==> src/rtl/bm3_pkg.sv <==
// Shared types and constants of the 3x3 binary morphology block.
package bm3_pkg;

    localparam int CFG_IDX_BITS  = 2;
    localparam int CFG_DATA_BITS = 11;
    localparam int MODE_BITS     = 2;

    localparam logic [CFG_IDX_BITS-1:0] CFG_MODE   = 2'd0;
    localparam logic [CFG_IDX_BITS-1:0] CFG_WIDTH  = 2'd1;
    localparam logic [CFG_IDX_BITS-1:0] CFG_HEIGHT = 2'd2;

    localparam logic [MODE_BITS-1:0] MODE_ZERO      = 2'd0;
    localparam logic [MODE_BITS-1:0] MODE_FILL      = 2'd1;
    localparam logic [MODE_BITS-1:0] MODE_FILL_ZERO = 2'd2;
    localparam logic [MODE_BITS-1:0] MODE_ZERO_FILL = 2'd3;

    localparam logic [CFG_DATA_BITS-1:0] RESET_WIDTH  = 11'd64;
    localparam logic [CFG_DATA_BITS-1:0] RESET_HEIGHT = 11'd64;

    typedef enum logic [1:0] {
        OP_ZERO  = 2'd0,
        OP_FILL  = 2'd1,
        OP_IDENT = 2'd2
    } t_op;

    // Per-step token from a stage front to its back end.
    typedef struct packed {
        logic emit;    // this step emits a pixel
        logic first;   // emitted pixel is the first of its frame
        logic last;    // emitted pixel is the last of its frame
        logic top_in;  // row above is inside the frame
        logic bot_in;  // row below is inside the frame
        logic lft_in;  // column left is inside the frame
        logic rgt_in;  // column right is inside the frame
    } t_flags;

endpackage

==> src/rtl/bm3_queue.sv <==
// Short FIFO that decouples a stage front from its back end.
module bm3_queue #(
    parameter int WIDTH = 8
) (
    input  logic             i_clk,
    input  logic             i_rst_n,
    input  logic             i_restart,
    input  logic             i_push,
    input  logic [WIDTH-1:0] i_data,
    output logic             o_ready,
    output logic             o_valid,
    output logic [WIDTH-1:0] o_data,
    input  logic             i_pop
);
    import bm3_pkg::*;

    localparam int DEPTH = 4;
    localparam int PTR   = $clog2(DEPTH);

    logic [WIDTH-1:0] r_mem [DEPTH];
    logic [PTR-1:0]   r_wptr, r_rptr;
    logic [PTR:0]     r_count;
    logic             push_ok, pop_ok;

    assign o_ready = (r_count != (PTR+1)'(DEPTH));
    assign o_valid = (r_count != '0);
    assign o_data  = r_mem[r_rptr];
    assign push_ok = i_push && o_ready;
    assign pop_ok  = i_pop && o_valid;

    always_ff @(posedge i_clk) begin
        if (!i_rst_n || i_restart) begin
            r_wptr  <= '0;
            r_rptr  <= '0;
            r_count <= '0;
        end else begin
            if (push_ok) r_wptr <= r_wptr + 1'b1;
            if (pop_ok)  r_rptr <= r_rptr + 1'b1;
            r_count <= r_count + (PTR+1)'(push_ok) - (PTR+1)'(pop_ok);
        end
    end

    always_ff @(posedge i_clk) begin
        if (push_ok) begin
            r_mem[r_wptr] <= i_data;
        end
    end
endmodule

==> config.mk <==
export PLATFORM = sky130hd
export DESIGN_NAME = bm3_queue
export DESIGN_NICKNAME = d
export VERILOG_FILES = /design/src/rtl/bm3_pkg.sv /design/src/rtl/bm3_queue.sv
export SDC_FILE = /design/constraint.sdc
export NUM_CORES = 1
export LEC_CHECK = 0
export BUFFER_PORTS_ARGS = -buffer_cell sky130_fd_sc_hd__buf_2
export CORE_UTILIZATION = 40
export DETAILED_ROUTE_END_ITERATION = 10
export GPL_TIMING_DRIVEN = 0
export PLACE_DENSITY_LB_ADDON = 0.25
export SLEW_MARGIN = 20
export SYNTH_ARGS = -nofsm -noshare
export SYNTH_HDL_FRONTEND = slang
export SYNTH_SLANG_ARGS = --single-unit
==> constraint.sdc <==
create_clock -name i_clk -period 2.45 [get_ports i_clk]
set_input_delay 0.3675 -clock i_clk [delete_from_list [all_inputs] [get_ports i_clk]]
set_output_delay 0.3675 -clock i_clk [all_outputs]
set_load 0.01 [all_outputs]
==> key figures <==
Synth
  • Netlist cell types: 25
  • Top post-synthesis cells by area: edfxtp_1 59%, dfxtp_1 11%, mux4_2 11%, ha_1 4.6%, and3_2 1.8%
  • Mapped Nets: 111
  • Ys flop type: edfxtp_1
  • Ys Warns: 0
  • Post-synth top cells: 32 x edfxtp_1, 9 x dfxtp_1, 8 x mux4_2
  • Syn Std Cell Area: 1630 um2
  • Seq/Total Area, Yosys: 69.9%
  • Syn avg cell area: 17.9 um2
  • Largest area contributor in the netlist: edfxtp_1
  • Asr flop ratio synth: 0%
  • Mapped Cells: 91
  • Number of flops mapped to enable cells by yosys: 32
  • Synth Register Bits: 41
  • Count leader, synth: edfxtp_1
  • Top-area cell type share of the netlist area: 58.9%

Worst hold path
  • WHS Path Cells: 1
  • Worst hold path class: primary input to flip-flop
  • Hold path endpoint: r_mem[1][5]$_DFFE_PP_
  • Hold wc startpoint: i_data[5]

Floorplan
  • DIE AREA: 4340 um2
  • Initial core utilization: 43.0%
  • # rows: 22
  • I/O pin cnt: 23
  • Placeable Area: 3800 um2
  • DIE HEIGHT: 65.9 um
  • Die Wd: 65.9 um

Critical path
  • Setup crit end kind: flip-flop
  • Worst r2r src: r_count[1]$_SDFF_PP0_
  • R2R depth: 11
  • Reg-to-Reg End: r_count[2]$_SDFF_PP0_
  • Crit Path Class: flip-flop to flip-flop
  • Startpoint types: flip-flop
  • Worst path required time: 2.65 ns
  • Reg-to-reg slack, setup: 0.1 ns
  • Worst-path fanout max: 8
  • Worst Path Arrival: 2.56 ns

Clocking
  • Clock sink count: 41
  • TritonCTS clock tree: yes
  • CTS H-tree lvls: 2
  • Skew-Pair Late Insertion Delay: 0.29 ns
  • Clock Pin Slew Worst Setup and Hold Paths: 0.07 ns
  • Clock tree root buffer cell: clkbuf_8
  • CTS Buf Count: 5
  • CTS Buffer Depth: 2
  • Cts-stage hold buffer count: 0
  • Post-CTS setup buffer count: 0

Pwr
  • Leakage: 0.709 nW
  • Power Density: 728 nW/um2
  • Overall power: 0.00140 W
  • Worst vdd ir: 0.000380 V

Finish
  • Diode count: 0
  • Layout Utilization: 50.7%
  • Layout area overhead: 17.9%
  • Nets: 140
  • Share of layout cells above drive strength 1: 41.3%

Timing
  • Setup TNS: 0 ns
  • Final hold viol count: 0
  • Slew HR: 66.1%
  • Setup Viol. Count Final: 0
  • Max Fclk: 0.425 GHz
  • Minimum clock period: 2.35 ns
  • Final Max Tran Viols: 0
  • Hold_ws: 0.294 ns
  • Slew of the pin with the lowest slew margin: 0.508 ns
  • Fin crit share: 95.9%
  • Clock Skew: 0.0107 ns
  • Unrepaired setup endpoints after global routing: false
  • Fin worst setup slack: 0.0997 ns

Drt
  • Via count: 844
  • DR WL/cell: 14.3 um
  • Drc violations: 0
  • DR pass1 iterations: 4
  • Routed Antenna Nets: 0
  • Vias/cell: 4.99
  • 1st-iter DRT viols: 49
  • Post-Route WL: 2.42 mm

Place
  • RD Place Congestion: 0.646
  • HPWL after DPL: 1.69 mm
  • Port bufs: 22
  • Pre-CTS setup slack: 0.0597 ns

GRT
  • Vias in the first global route: 854
  • GR Util All Layers: 13.3%
  • Initial antenna violation count: 0
  • Grt total ovfl: 0
  • Pin count of the biggest net entering global routing: 14
  • First-pass GRT wire length: 4.00 mm

Flow run
  • Max Cap Viol: 0

Outcome
  • Status: finished, final reports clean
==> metrics by stage <==
step,std cells,instance area (um2)
floorplan,91,1630
global placement,161,1800
detailed placement,161,1800
CTS,169,1910
global route,169,1920
finish,169,1920
==> flip-flops by register name (all words and copies together) (netlist names), named ones only <==
name	flops
r_rptr	2
r_wptr	2
r_mem	32
r_count	3
==> how the worst max path moves through the flow <==
stage / from / end / slack (ns) / cells past startpoint
final: r_count[1]$_SDFF_PP0_ / r_count[2]$_SDFF_PP0_ / 0.1 / 11
after global routing: r_count[1]$_SDFF_PP0_ / r_count[2]$_SDFF_PP0_ / 0.006 / 11
after CTS: r_count[2]$_SDFF_PP0_ / r_count[2]$_SDFF_PP0_ / 0.02 / 11
after detailed placement: r_count[2]$_SDFF_PP0_ / r_count[2]$_SDFF_PP0_ / 0.06 / 11
after global placement: r_count[1]$_SDFF_PP0_ / r_count[2]$_SDFF_PP0_ / 0.13 / 11
after floorplan: r_count[1]$_SDFF_PP0_ / r_count[2]$_SDFF_PP0_ / 0.21 / 11
==> report_power, final <==
| group | internal [W] | leakage, nW | total (W) | switching, W |
|---|---|---|---|---|
| clock network | 0.000302 | 0.0552 | 0.000513 | 0.000211 |
| registers | 0.000771 | 0.368 | 0.000781 | 0.00000960 |
| logic | 0.0000515 | 0.286 | 0.000106 | 0.0000545 |
| total | 0.00112 | 0.709 | 0.00140 | 0.000276 |
==> layer usage <==
layer	global-route usage, %	vias up	part of all wire, %
li1	-	400	-
met1	15.7	417	42
met2	22.1	20	52
met3	4.31	7	4.5
met4	5.71	0	1.7
met5	0	-	0
==> worst max-delay path, stage by stage (launching register included) <==
cell     delay [ns]
dfxtp_4        0.37
or3b_4         0.39
buf_6          0.14
nand2_2        0.08
ha_1           0.23
inv_1          0.05
ha_1           0.13
inv_1          0.05
fa_1           0.37
xor2_1         0.16
and2_1         0.17
nor3_2         0.12
==> cells in the final DEF (no fill, tap or decap), drive strengths merged, types with 2 or more instances in the layout <==
master / synthesis / final
dfxtp: 9 / 9
and3: 4 / 4
nand2: 4 / 4
buf: 3 / 25
mux4: 8 / 8
clkbuf: 0 / 6
edfxtp: 32 / 32
and2: 2 / 2
nor2: 5 / 5
inv: 4 / 4
ha: 6 / 6
xor2: 2 / 2
==> area by class of cell <==
| cell class | instances | area (um2) |
|---|---|---|
| repair buffers | 22 | 110 |
| flip-flops and latches | 41 | 1150 |
| multi-input cells | 43 | 465 |
| clock inverters | 2 | 35.0 |
| fillers | 315 | 1870 |
| plain buffers | 3 | 20.0 |
| well taps | 48 | 60.1 |
| clock buffers | 6 | 72.6 |
| inverters | 4 | 15.0 |
==> repair_timing <==
action / CTS / global route
endpoints found under the hold margin: 0 / 0
gates resized for setup: 0 / 6
setup endpoints to repair: 0 / 1
==> cell families (layout without fill, tap and decap cells) <==
group / count (synthesis) / count (layout) / share of synthesized area (%)
compound gates: 3 / 3 / 1.69
fa+ha+maj: 7 / 7 / 5.83
mux: 9 / 9 / 11.7
xor+xnor: 3 / 3 / 1.61
buf+inv: 7 / 37 / 2.15
simple gates: 21 / 21 / 7.13
flops: 41 / 41 / 69.9
Note: power is estimated with default switching activity, not from simulation.
