$ cat src/rtl/bm3_pkg.sv
// Shared types and constants of the 3x3 binary morphology block.
package bm3_pkg;

    localparam int CFG_IDX_BITS  = 2;
    localparam int CFG_DATA_BITS = 11;
    localparam int MODE_BITS     = 2;

    localparam logic [CFG_IDX_BITS-1:0] CFG_MODE   = 2'd0;
    localparam logic [CFG_IDX_BITS-1:0] CFG_WIDTH  = 2'd1;
    localparam logic [CFG_IDX_BITS-1:0] CFG_HEIGHT = 2'd2;

    localparam logic [MODE_BITS-1:0] MODE_ZERO      = 2'd0;
    localparam logic [MODE_BITS-1:0] MODE_FILL      = 2'd1;
    localparam logic [MODE_BITS-1:0] MODE_FILL_ZERO = 2'd2;
    localparam logic [MODE_BITS-1:0] MODE_ZERO_FILL = 2'd3;

    localparam logic [CFG_DATA_BITS-1:0] RESET_WIDTH  = 11'd64;
    localparam logic [CFG_DATA_BITS-1:0] RESET_HEIGHT = 11'd64;

    typedef enum logic [1:0] {
        OP_ZERO  = 2'd0,
        OP_FILL  = 2'd1,
        OP_IDENT = 2'd2
    } t_op;

    // Per-step token from a stage front to its back end.
    typedef struct packed {
        logic emit;    // this step emits a pixel
        logic first;   // emitted pixel is the first of its frame
        logic last;    // emitted pixel is the last of its frame
        logic top_in;  // row above is inside the frame
        logic bot_in;  // row below is inside the frame
        logic lft_in;  // column left is inside the frame
        logic rgt_in;  // column right is inside the frame
    } t_flags;

endpackage

$ cat src/rtl/bm3_front.sv
// Stage front: writes the line ring and decides which pixel each step emits.
module bm3_front #(
    parameter int CW = 11,
    parameter int RW = 11,
    parameter int PW = 11,
    parameter int AW = 12,
    parameter int PB = 8
) (
    input  logic                  i_clk,
    input  logic                  i_rst_n,
    input  logic                  i_restart,
    input  logic [CW-1:0]         i_width,
    input  logic [RW-1:0]         i_height,
    input  logic [CW+RW-1:0]      i_count,
    input  logic                  i_valid,
    input  logic                  i_has,
    input  logic [PB-1:0]         i_value,
    output logic                  o_ready,
    input  logic                  i_q_ready,
    output logic                  o_q_push,
    output bm3_pkg::t_flags       o_q_flags,
    output logic [AW-1:0]         o_q_addr,
    output logic                  o_we,
    output logic [AW-1:0]         o_waddr,
    output logic [PB-1:0]         o_wdata
);
    import bm3_pkg::*;

    localparam int NW = CW + RW;

    logic [PW-1:0] r_pend, n_pend;
    logic [NW-1:0] r_outpos, n_outpos;
    logic [RW-1:0] r_row, n_row;
    logic [CW-1:0] r_col, n_col;
    logic [AW-1:0] r_emit_addr, n_emit_addr;
    logic [AW-1:0] r_wptr, n_wptr;

    logic          fire, emit;
    logic [PW-1:0] pend1;
    logic [NW-1:0] rem;
    t_flags        flags;

    assign o_ready = i_q_ready;
    assign fire    = i_valid && i_q_ready;
    assign pend1   = r_pend + PW'(i_has);
    assign rem     = i_count - r_outpos;
    assign emit    = fire && (pend1 != '0) &&
                     ((NW'(pend1) >= NW'(i_width) + NW'(2)) || (NW'(pend1) >= rem));

    always_comb begin
        flags.emit   = emit;
        flags.first  = (r_outpos == '0);
        flags.last   = (r_outpos == i_count - NW'(1));
        flags.top_in = (r_row != '0);
        flags.bot_in = ({1'b0, r_row} + (RW+1)'(1)) < {1'b0, i_height};
        flags.lft_in = (r_col != '0);
        flags.rgt_in = ({1'b0, r_col} + (CW+1)'(1)) < {1'b0, i_width};
    end

    always_comb begin
        n_pend      = r_pend;
        n_outpos    = r_outpos;
        n_row       = r_row;
        n_col       = r_col;
        n_emit_addr = r_emit_addr;
        n_wptr      = r_wptr;
        if (fire) begin
            n_pend = pend1;
            if (i_has) n_wptr = r_wptr + 1'b1;
        end
        if (emit) begin
            n_pend      = pend1 - PW'(1);
            n_emit_addr = r_emit_addr + 1'b1;
            // advance the raster position, wrap at frame end
            if (r_outpos + NW'(1) >= i_count) begin
                n_outpos = '0;
                n_row    = '0;
                n_col    = '0;
            end else begin
                n_outpos = r_outpos + NW'(1);
                if ({1'b0, r_col} + (CW+1)'(1) >= {1'b0, i_width}) begin
                    n_col = '0;
                    n_row = r_row + 1'b1;
                end else begin
                    n_col = r_col + 1'b1;
                end
            end
        end
    end

    always_ff @(posedge i_clk) begin
        if (!i_rst_n || i_restart) begin
            r_pend      <= '0;
            r_outpos    <= '0;
            r_row       <= '0;
            r_col       <= '0;
            r_emit_addr <= '0;
            r_wptr      <= '0;
        end else begin
            r_pend      <= n_pend;
            r_outpos    <= n_outpos;
            r_row       <= n_row;
            r_col       <= n_col;
            r_emit_addr <= n_emit_addr;
            r_wptr      <= n_wptr;
        end
    end

    assign o_q_push  = fire;
    assign o_q_flags = flags;
    assign o_q_addr  = r_emit_addr;
    assign o_we      = fire && i_has;
    assign o_waddr   = r_wptr;
    assign o_wdata   = i_value;
endmodule

$ cat config.mk
export PLATFORM = sky130hd
export DESIGN_NAME = bm3_front
export DESIGN_NICKNAME = d
export VERILOG_FILES = /design/src/rtl/bm3_pkg.sv /design/src/rtl/bm3_front.sv
export SDC_FILE = /design/constraint.sdc
export NUM_CORES = 1
export LEC_CHECK = 0
export BUFFER_PORTS_ARGS = -buffer_cell sky130_fd_sc_hd__clkbuf_2
export CELL_PAD_IN_SITES_DETAIL_PLACEMENT = 1
export CELL_PAD_IN_SITES_GLOBAL_PLACEMENT = 1
export CORE_AREA = 5 5 180 113
export DETAILED_ROUTE_END_ITERATION = 12
export DIE_AREA = 0 0 185 118
export PLACE_DENSITY = 0.95
export SLEW_MARGIN = 20
export SYNTH_ARGS = -nofsm -noshare
export SYNTH_HDL_FRONTEND = slang
export SYNTH_SLANG_ARGS = --single-unit
$ cat constraint.sdc
create_clock -name i_clk -period 7.3 [get_ports i_clk]
set_clock_uncertainty 0.15 [all_clocks]
set_input_delay 0.365 -clock i_clk [delete_from_list [all_inputs] [get_ports i_clk]]
set_output_delay 0.365 -clock i_clk [all_outputs]
set_load 0.05 [all_outputs]
==> results of run 1 <==
## where the power goes
part	leakage [uW]	switching, uW	total [uW]	internal [uW]
logic	0.00312	131	204	72.7
clock network	0.000134	217	453	236
registers	0.000636	0.304	431	431
## through the flow
stage	worst slack, ns	instances
2_1_floorplan	2.46	1179
3_3_place_gp	1.72	1444
3_5_place_dp	1.34	1444
4_1_cts	1.17	1460
5_1_grt	0.638	1460
6_report	1.04	1460
## area by class of cell
type | count | area share (%)
inverter | 88 | 3.51
clock inverter | 6 | 0.545
sequential | 79 | 16.8
clock buffer | 10 | 2.43
multi-input combinational | 943 | 68.6
tap | 246 | 3.27
timing repair buffer | 88 | 4.81
## flip-flops by register name, indices dropped and copies added (netlist names)
signal / cells
o_q_addr: 12
r_col: 11
o_waddr: 12
r_pend: 11
r_row: 11
r_outpos: 22
## routing by layer
metal / part of all wire, % / up-vias / track usage, % / wire length [um]
met3: 7.9 / 100 / 5.25 / 2540
met1: 44 / 4529 / 39.9 / 14200
met4: 3.0 / 0 / 8.43 / 953
met2: 45 / 407 / 44.6 / 14300
li1: - / 4280 / - / -
met5: 0 / - / 0 / 0
## critical path, cell delays in order, from the launching register on
cell,delay [ns]
dfxtp_1,0.44
ha_1,0.29
nand3_1,0.22
nor3_1,0.53
and3_1,0.34
and3_1,0.28
nand3_1,0.18
xnor2_1,0.19
ha_1,0.19
a21o_1,0.16
a21o_1,0.17
a21o_1,0.18
a21o_1,0.18
a221o_1,0.35
o211ai_1,0.23
nand2_1,0.46
a2111oi_4,0.76
buf_4,0.30
nand2_1,0.13
o41ai_1,0.38
## cells in the final DEF (no fill, tap or decap), types with 7 or more instances in the layout
master,n
a31oi_1,13
nand2b_1,14
or2_2,10
o211ai_1,13
mux2i_1,9
a211oi_1,9
a21o_1,22
nor4_1,18
nand2_1,92
nor2b_1,7
and3_1,28
o21ai_0,71
xor2_1,33
inv_1,86
ha_1,99
nor2_1,74
dfxtp_1,79
xnor2_1,73
or3_1,27
nand3_1,73
nor3_1,38
clkbuf_16,9
a21oi_1,86
nand4_1,23
o21a_1,13
clkbuf_2,83
## path summary, 6_finish.rpt
check / endpoint / slack (ns)
min: r_pend[3] / 0.31
min reg2reg: r_pend[10] / 0.33
max reg2reg: r_row[6] / 1.04
max: r_row[6] / 1.04
## cell families after synthesis
kind of cell	share of synthesized area, %
and+or+nand+nor	26.6
AOI/OAI and AO/OA	21.1
buffers and inverters	7.67
xor gates and xnor gates	10.7
adders and majority gates	14.5
DFF	18.2
muxes	1.30
==> results.sh, run 1 <==
export IMPL_cts_tree="done"
export IMPL_core_rowCount=39
export IMPL_timing_max_cap_violations=0
export IMPL_layout_nets=1367
export IMPL_syn_num_nets=1337
export IMPL_placed_cell_area_um2=9130
export IMPL_cts_root_buf="clkbuf_16"
export IMPL_synth_top_area_share_pct=18.2
export IMPL_required_ns=7.36
export IMPL_postCtsResizedCells=0
export IMPL_num_vias=9316
export IMPL_critPathMaxFanout=16
export IMPL_min_path_cells=4
export IMPL_dieHeight_um=118
export IMPL_r2r_start="r_outpos[1]"
export IMPL_stdcell_area_um2=9420
export IMPL_status="finished clean"
export IMPL_powerDensity_nw_per_um2=116
export IMPL_postCtsHoldBufs=0
export IMPL_rsz0062_at_grt="no"
export IMPL_postRouteWirelength_um=32000
export IMPL_min_delay_start="i_restart"
export IMPL_yosysSeqAreaShare_pct=18.2
export IMPL_synth_seq_cells=79
export IMPL_core_um2=18500
export IMPL_drcViolationCount=0
export IMPL_hold_ws_ns=0.312
export IMPL_yosysWarnings=0
export IMPL_post_route_period_util_pct=85.7
export IMPL_finalHoldViolCount=0
export IMPL_overflow=0
export IMPL_p_leak_uw=0.00389
export IMPL_hpwlAfterDp_um=23300
export IMPL_period_minus_slack_ns=6.26
export IMPL_synth_cell_area_um2=8690
export IMPL_ios=100
export IMPL_routed_via_density=6.38
export IMPL_clkSinkCount=79
export IMPL_power_uw=1090
export IMPL_worst_slew_pin_slew_ns=1.01
export IMPL_crit_start="r_outpos[1]"
export IMPL_hold_path_class="in -> reg"
export IMPL_synth_most_common_cell="ha_1"
export IMPL_syn2layout_area_growth_pct=8.32
export IMPL_syn_avg_cell_area_um2=7.37
export IMPL_synth_area_leaders="dfxtp_1 (18%), ha_1 (14%), xnor2_1 (7.4%)"
export IMPL_synth_area_leader_cell="dfxtp_1"
export IMPL_diodes=0
export IMPL_die_area_um2=21800
export IMPL_grt_pass1_wl_um=51100
export IMPL_drive_above_1_share_pct=11.4
export IMPL_gp_congestion=1.05
export IMPL_numCtsBuffers=9
export IMPL_async_reset_ff_share_pct=0
export IMPL_crit_type="reg -> reg"
export IMPL_post_cts_setup_buffer_count=0
export IMPL_vdd_drop_max_v=0.000103
export IMPL_max_slew_margin_pct=32.7
export IMPL_maxSlewViolCount=0
export IMPL_worstPathArrival_ns=6.32
export IMPL_ff2ff_path_depth=19
export IMPL_synthCells=1179
export IMPL_antenna_found_initial=0
export IMPL_grt_total_usage_pct=28.5
export IMPL_synth_distinct_cells=75
export IMPL_io_buffers=83
export IMPL_clock_latency_ns=0.35
export IMPL_nFillCells=2371
export IMPL_fin_setup_tns_ns=0
export IMPL_setup_viol=0
export IMPL_startpoint_type="flip-flop"
export IMPL_routedWlPerCell_um=21.9
export IMPL_die_width_um=185
export IMPL_multi_input_comb_area_um2=6460
export IMPL_synth_commonest_cells="ha_1 (99), nand2_1 (92), a21oi_1 (86), inv_1 (86), dfxtp_1 (79)"
export IMPL_drtAntennaViolNets=0
export IMPL_grt_pass1_vias=9409
export IMPL_seqCellArea_um2=1580
export IMPL_htree_levels=3
export IMPL_initial_core_util_pct=46.9
export IMPL_first_pass_iters=5
export IMPL_fin_util_pct=50.8
export IMPL_synth_main_ff_cell="dfxtp_1"
export IMPL_grt_max_degree=56
export IMPL_cp_end_kind="flip-flop"
export IMPL_timing_fmax_mhz=160
export IMPL_clockBufferDepth=2
export IMPL_clkTransAtPathRegs_ns=0.07
export IMPL_drtIter0Drc=819
export IMPL_synth_edf_count=0
Note: power is estimated with default switching activity, not from simulation.
==> run 2: changes to the inputs <==
- CORE_AREA: 5 5 180 113 -> 5 5 188 117
- DIE_AREA: 0 0 185 118 -> 0 0 193 122
- PLACE_DENSITY: 0.95 -> 0.91
- clock period: 7.3 -> 5.85 ns (I/O delays scaled with it)
==> results.sh, run 2 (same netlist as run 1, synthesis figures left out) <==
export IMPL_crit_type="reg -> out"
export IMPL_drcViolationCount=0
export IMPL_io_buffers=83
export IMPL_worst_slew_pin_slew_ns=0.705
export IMPL_syn2layout_area_growth_pct=9.67
export IMPL_fin_util_pct=46.8
export IMPL_finalHoldViolCount=0
export IMPL_antenna_found_initial=0
export IMPL_grt_total_usage_pct=25.9
export IMPL_timing_max_cap_violations=0
export IMPL_routedWlPerCell_um=20.8
export IMPL_post_cts_setup_buffer_count=0
export IMPL_postRouteWirelength_um=31200
export IMPL_vdd_drop_max_v=0.000166
export IMPL_final_common_cell="ha_1"
export IMPL_nFillCells=2636
export IMPL_p_comb_share_pct=17.2
export IMPL_drtIter0Drc=929
export IMPL_min_path_cells=2
export IMPL_placed_cell_area_um2=9200
export IMPL_core_rowCount=41
export IMPL_ios=100
export IMPL_cts_root_buf="clkbuf_16"
export IMPL_p_seq_share_pct=36.6
export IMPL_grt_max_degree=56
export IMPL_core_um2=20400
export IMPL_gp_congestion=0.925
export IMPL_initial_core_util_pct=42.7
export IMPL_p_leak_uw=0.00394
export IMPL_instances_no_fill=1496
export IMPL_postCtsHoldBufs=0
export IMPL_clock_latency_ns=0.36
export IMPL_drtAntennaViolNets=0
export IMPL_critPathMaxFanout=17
export IMPL_clockPowerShare_pct=46.2
export IMPL_die_width_um=193
export IMPL_final_cell_mix="ha_1 (99), nand2_1 (92), inv_1 (86), a21oi_1 (86), clkbuf_2 (83)"
export IMPL_top_register="r_outpos"
export IMPL_grt_pass1_vias=9356
export IMPL_required_ns=5.41
export IMPL_overflow=0
export IMPL_maxSlewViolCount=0
export IMPL_routed_via_density=6.20
export IMPL_max_slew_margin_pct=52.8
export IMPL_setup_viol=0
export IMPL_clkSinkCount=79
export IMPL_numCtsBuffers=9
export IMPL_fin_setup_tns_ns=0
export IMPL_hpwlAfterDp_um=23600
export IMPL_layout_nets=1370
export IMPL_ff2ff_setup_slack_ns=0.38
export IMPL_diodes=0
export IMPL_cp_end_kind="output port"
export IMPL_worstPathArrival_ns=5.12
export IMPL_rsz0062_at_grt="no"
export IMPL_clkTransAtPathRegs_ns=0.07
export IMPL_hold_ws_ns=0.327
export IMPL_stdcell_area_um2=9530
export IMPL_drive_above_1_share_pct=11.8
export IMPL_power_switching_share_pct=29.8
export IMPL_period_minus_slack_ns=5.57
export IMPL_grt_pass1_wl_um=49100
export IMPL_startpoint_type="flip-flop"
export IMPL_placedCellCount=1480
export IMPL_cts_tree="done"
export IMPL_htree_levels=3
export IMPL_ff2ff_path_depth=18
export IMPL_die_area_um2=23500
export IMPL_timing_fmax_mhz=180
export IMPL_status="finished clean"
export IMPL_first_pass_iters=6
export IMPL_largest_register_ffs=22
export IMPL_power_switching_uw=437
export IMPL_dieHeight_um=122
export IMPL_hold_path_class="reg -> reg"
export IMPL_powerDensity_nw_per_um2=154
export IMPL_p_int_uw=1030
export IMPL_clockBufferDepth=2
export IMPL_num_vias=9282
export IMPL_postCtsResizedCells=0
export IMPL_post_route_period_util_pct=95.2
## run 2: cell types whose count changed in the layout (fill, tap and decap cells not counted), sizes merged
| cell | before | now |
|---|---|---|
| clkinv | 2 | 1 |
| inv | 91 | 90 |
| clkbuf | 93 | 94 |
| bufinv | 0 | 2 |
| clkinvlp | 1 | 0 |
| buf | 5 | 8 |
## run 2: area by class of cell
type	instances	area [um2]	area share (%)
Multi-Input combinational cell	943	6460	67.7
Inverter	88	330	3.46
Clock buffer	11	253	2.65
Tap cell	279	349	3.66
Clock inverter	5	86.3	0.906
Timing Repair Buffer	91	475	4.99
Sequential cell	79	1580	16.6
## run 2: metrics by stage
stage                     total power (uW)  setup slack [ns]
after global placement                 782             0.720
after floorplan                        726              1.01
after global routing                  1520            0.0992
after CTS                             1460             0.397
after detailed placement               793             0.523
final                                 1470             0.283
## run 2: power by group through the flow
stage,sequential [uW],combinational [uW],clock (uW)
6_report,538,252,678
5_1_grt,538,274,706
4_1_cts,538,248,677
3_5_place_dp,551,242,0
3_3_place_gp,551,232,0
2_1_floorplan,551,175,0
## run 2: metal layers
metal / up-vias / part of all wire, % / global-route usage [%]
met4: 0 / 2.8 / 7.60
met5: - / 0 / 0
li1: 4283 / - / -
met1: 4496 / 45 / 36.0
met2: 416 / 44 / 39.7
met3: 87 / 8.4 / 6.64
## run 2: worst paths after layout
check | to | startpoint
worst min-delay path | r_pend[10] | r_pend[10]
worst min register to register | r_pend[10] | r_pend[10]
worst max register to register | r_outpos[12] | r_outpos[1]
worst max-delay path | o_q_flags[6] | r_outpos[4]
## run 2: worst max-delay path, cell delays in order (launching register included)
cell,delay (ns)
dfxtp_1,0.55
inv_1,0.17
ha_1,0.43
o211ai_1,0.12
a21oi_1,0.34
o21ai_0,0.21
nand2b_1,0.11
a21oi_1,0.08
xor2_1,0.17
ha_1,0.34
o2111ai_1,0.13
o21ai_0,0.28
o211ai_1,0.19
nor4b_4,0.38
and4_2,0.37
o211ai_4,0.15
inv_2,0.38
clkbuf_2,0.36
==> run 3: changes to the inputs <==
- CORE_AREA: 5 5 188 117 -> 5 5 180 113
- DIE_AREA: 0 0 193 122 -> 0 0 185 118
- PLACE_DENSITY: 0.91 -> 0.95
- clock period: 5.85 -> 6.92 ns (I/O delays scaled with it)
==> results.sh, run 3 (same netlist as run 1, synthesis figures left out) <==
export IMPL_status="finished clean"
export IMPL_clkSinkCount=79
export IMPL_die_area_um2=21800
export IMPL_drtAntennaViolNets=0
export IMPL_ff2ff_setup_slack_ns=0.62
export IMPL_antenna_found_initial=0
export IMPL_overflow=0
export IMPL_r2r_end="r_row[6]"
export IMPL_fin_setup_tns_ns=0
export IMPL_first_pass_iters=5
export IMPL_ff2ff_path_depth=18
export IMPL_setup_ws_ns=0.623
export IMPL_grt_max_degree=56
export IMPL_timing_fmax_mhz=159
export IMPL_drtIter0Drc=800
export IMPL_io_buffers=83
export IMPL_worstPathArrival_ns=6.39
export IMPL_post_cts_setup_buffer_count=0
export IMPL_clock_latency_ns=0.36
export IMPL_critPathMaxFanout=16
export IMPL_grt_total_usage_pct=28.2
export IMPL_postCtsHoldBufs=0
export IMPL_top_register="r_outpos"
export IMPL_grt_busiest_layer="met2"
export IMPL_powerDensity_nw_per_um2=124
export IMPL_routedWlPerCell_um=21.4
export IMPL_dieHeight_um=118
export IMPL_post_place_ws_ns=0.969
export IMPL_worst_slew_pin_slew_ns=1.07
export IMPL_post_route_period_util_pct=91.0
export IMPL_startpoint_type="flip-flop"
export IMPL_diodes=0
export IMPL_largest_register_ffs=22
export IMPL_hpwlAfterDp_um=23100
export IMPL_initial_core_util_pct=46.9
export IMPL_core_um2=18500
export IMPL_crit_type="reg -> reg"
export IMPL_syn2layout_area_growth_pct=8.38
export IMPL_gp_congestion=0.953
export IMPL_drcViolationCount=0
export IMPL_p_leak_uw=0.00389
export IMPL_use_met2_pct=44.3
export IMPL_cts_tree="done"
export IMPL_routed_via_density=6.35
export IMPL_use_met3_pct=6.83
export IMPL_cts_root_buf="clkbuf_16"
export IMPL_ios=100
export IMPL_die_width_um=185
export IMPL_multi_input_comb_area_um2=6460
export IMPL_drive_above_1_share_pct=11.5
export IMPL_holdPathEnd="r_pend[1]"
export IMPL_cp_end_kind="flip-flop"
export IMPL_final_common_cell="ha_1"
export IMPL_grt_pass1_vias=9609
export IMPL_vdd_drop_max_v=0.000111
export IMPL_num_vias=9276
export IMPL_postRouteWirelength_um=31300
export IMPL_maxSlewViolCount=0
export IMPL_numCtsBuffers=9
export IMPL_htree_levels=3
export IMPL_hold_ws_ns=0.352
export IMPL_finalHoldViolCount=0
export IMPL_rsz0062_at_grt="no"
export IMPL_core_rowCount=39
export IMPL_grt_pass1_wl_um=50500
export IMPL_r2r_start="r_outpos[1]"
export IMPL_final_cell_mix="ha_1 (99), nand2_1 (92), inv_1 (86), a21oi_1 (86), clkbuf_2 (83)"
export IMPL_layout_nets=1367
export IMPL_postCtsResizedCells=0
export IMPL_gr_usage_met1_pct=38.0
export IMPL_timing_max_cap_violations=0
export IMPL_required_ns=7.01
export IMPL_min_delay_start="r_pend[1]"
export IMPL_clkTransAtPathRegs_ns=0.07
export IMPL_min_path_cells=2
export IMPL_max_slew_margin_pct=28.6
export IMPL_setup_viol=0
export IMPL_period_minus_slack_ns=6.30
export IMPL_power_uw=1160
export IMPL_hold_path_class="reg -> reg"
export IMPL_nFillCells=2377
export IMPL_clockBufferDepth=2
export IMPL_seqCellArea_um2=1580
-- run 3: cell count changes in the layout (fill, tap and decap cells not counted) --
cell        before  now
bufinv_16        2    0
buf_4            8    5
inv_8            0    1
clkbuf_8         2    1
clkinvlp_4       0    3
clkinv_4         1    0
-- run 3: layout make-up --
type / count / share of cell area [%]
Inverter: 88 / 3.51
Multi-Input combinational cell: 943 / 68.6
Clock buffer: 10 / 2.54
Timing Repair Buffer: 88 / 4.81
Tap cell: 246 / 3.27
Clock inverter: 6 / 0.544
Sequential cell: 79 / 16.8
-- run 3: worst max-delay path by stage --
stage                startpoint            to  slack [ns]  cells after the start
global placement    r_outpos[1]      r_row[6]        1.31                     18
finish              r_outpos[1]      r_row[6]        0.62                     18
detailed placement  r_outpos[1]      r_row[6]        0.97                     18
floorplan           r_outpos[1]  r_outpos[16]        2.08                     20
CTS                 r_outpos[1]      r_row[6]        0.79                     18
global route        r_outpos[1]      r_row[6]        0.24                     19
-- run 3: critical path, stage by stage, from the launching register on --
cell	delay (ns)
dfxtp_1	0.49
ha_1	0.30
nand3_1	0.20
nor3_1	0.56
and3_1	0.35
and3_1	0.31
and3_1	0.32
xnor2_1	0.15
ha_1	0.26
a21o_1	0.16
a21o_1	0.16
a21o_1	0.17
a221o_1	0.35
o211ai_1	0.24
nand2_1	0.09
buf_4	0.21
a2111oi_4	0.97
nand2_1	0.36
o41ai_1	0.37
-- run 3: power by group --
group	internal, uW	switching [uW]	total (uW)
clock network	259	236	495
registers	455	0.341	455
logic	77.2	138	215
total	791	374	1160
-- run 3: layer usage --
metal	share of wire, %	wire, um
met5	0	0
met4	2.6	797
met3	8.2	2570
met2	45	14000
met1	44	13900
-- run 3: through the flow --
step	cell area, um2	utilization (%)	std cells
final	9420	50.8	1460
after global routing	9420	50.8	1460
after CTS	9420	50.8	1460
after detailed placement	9130	49.2	1444
after global placement	9130	49.2	1444
after floorplan	8690	-	1179
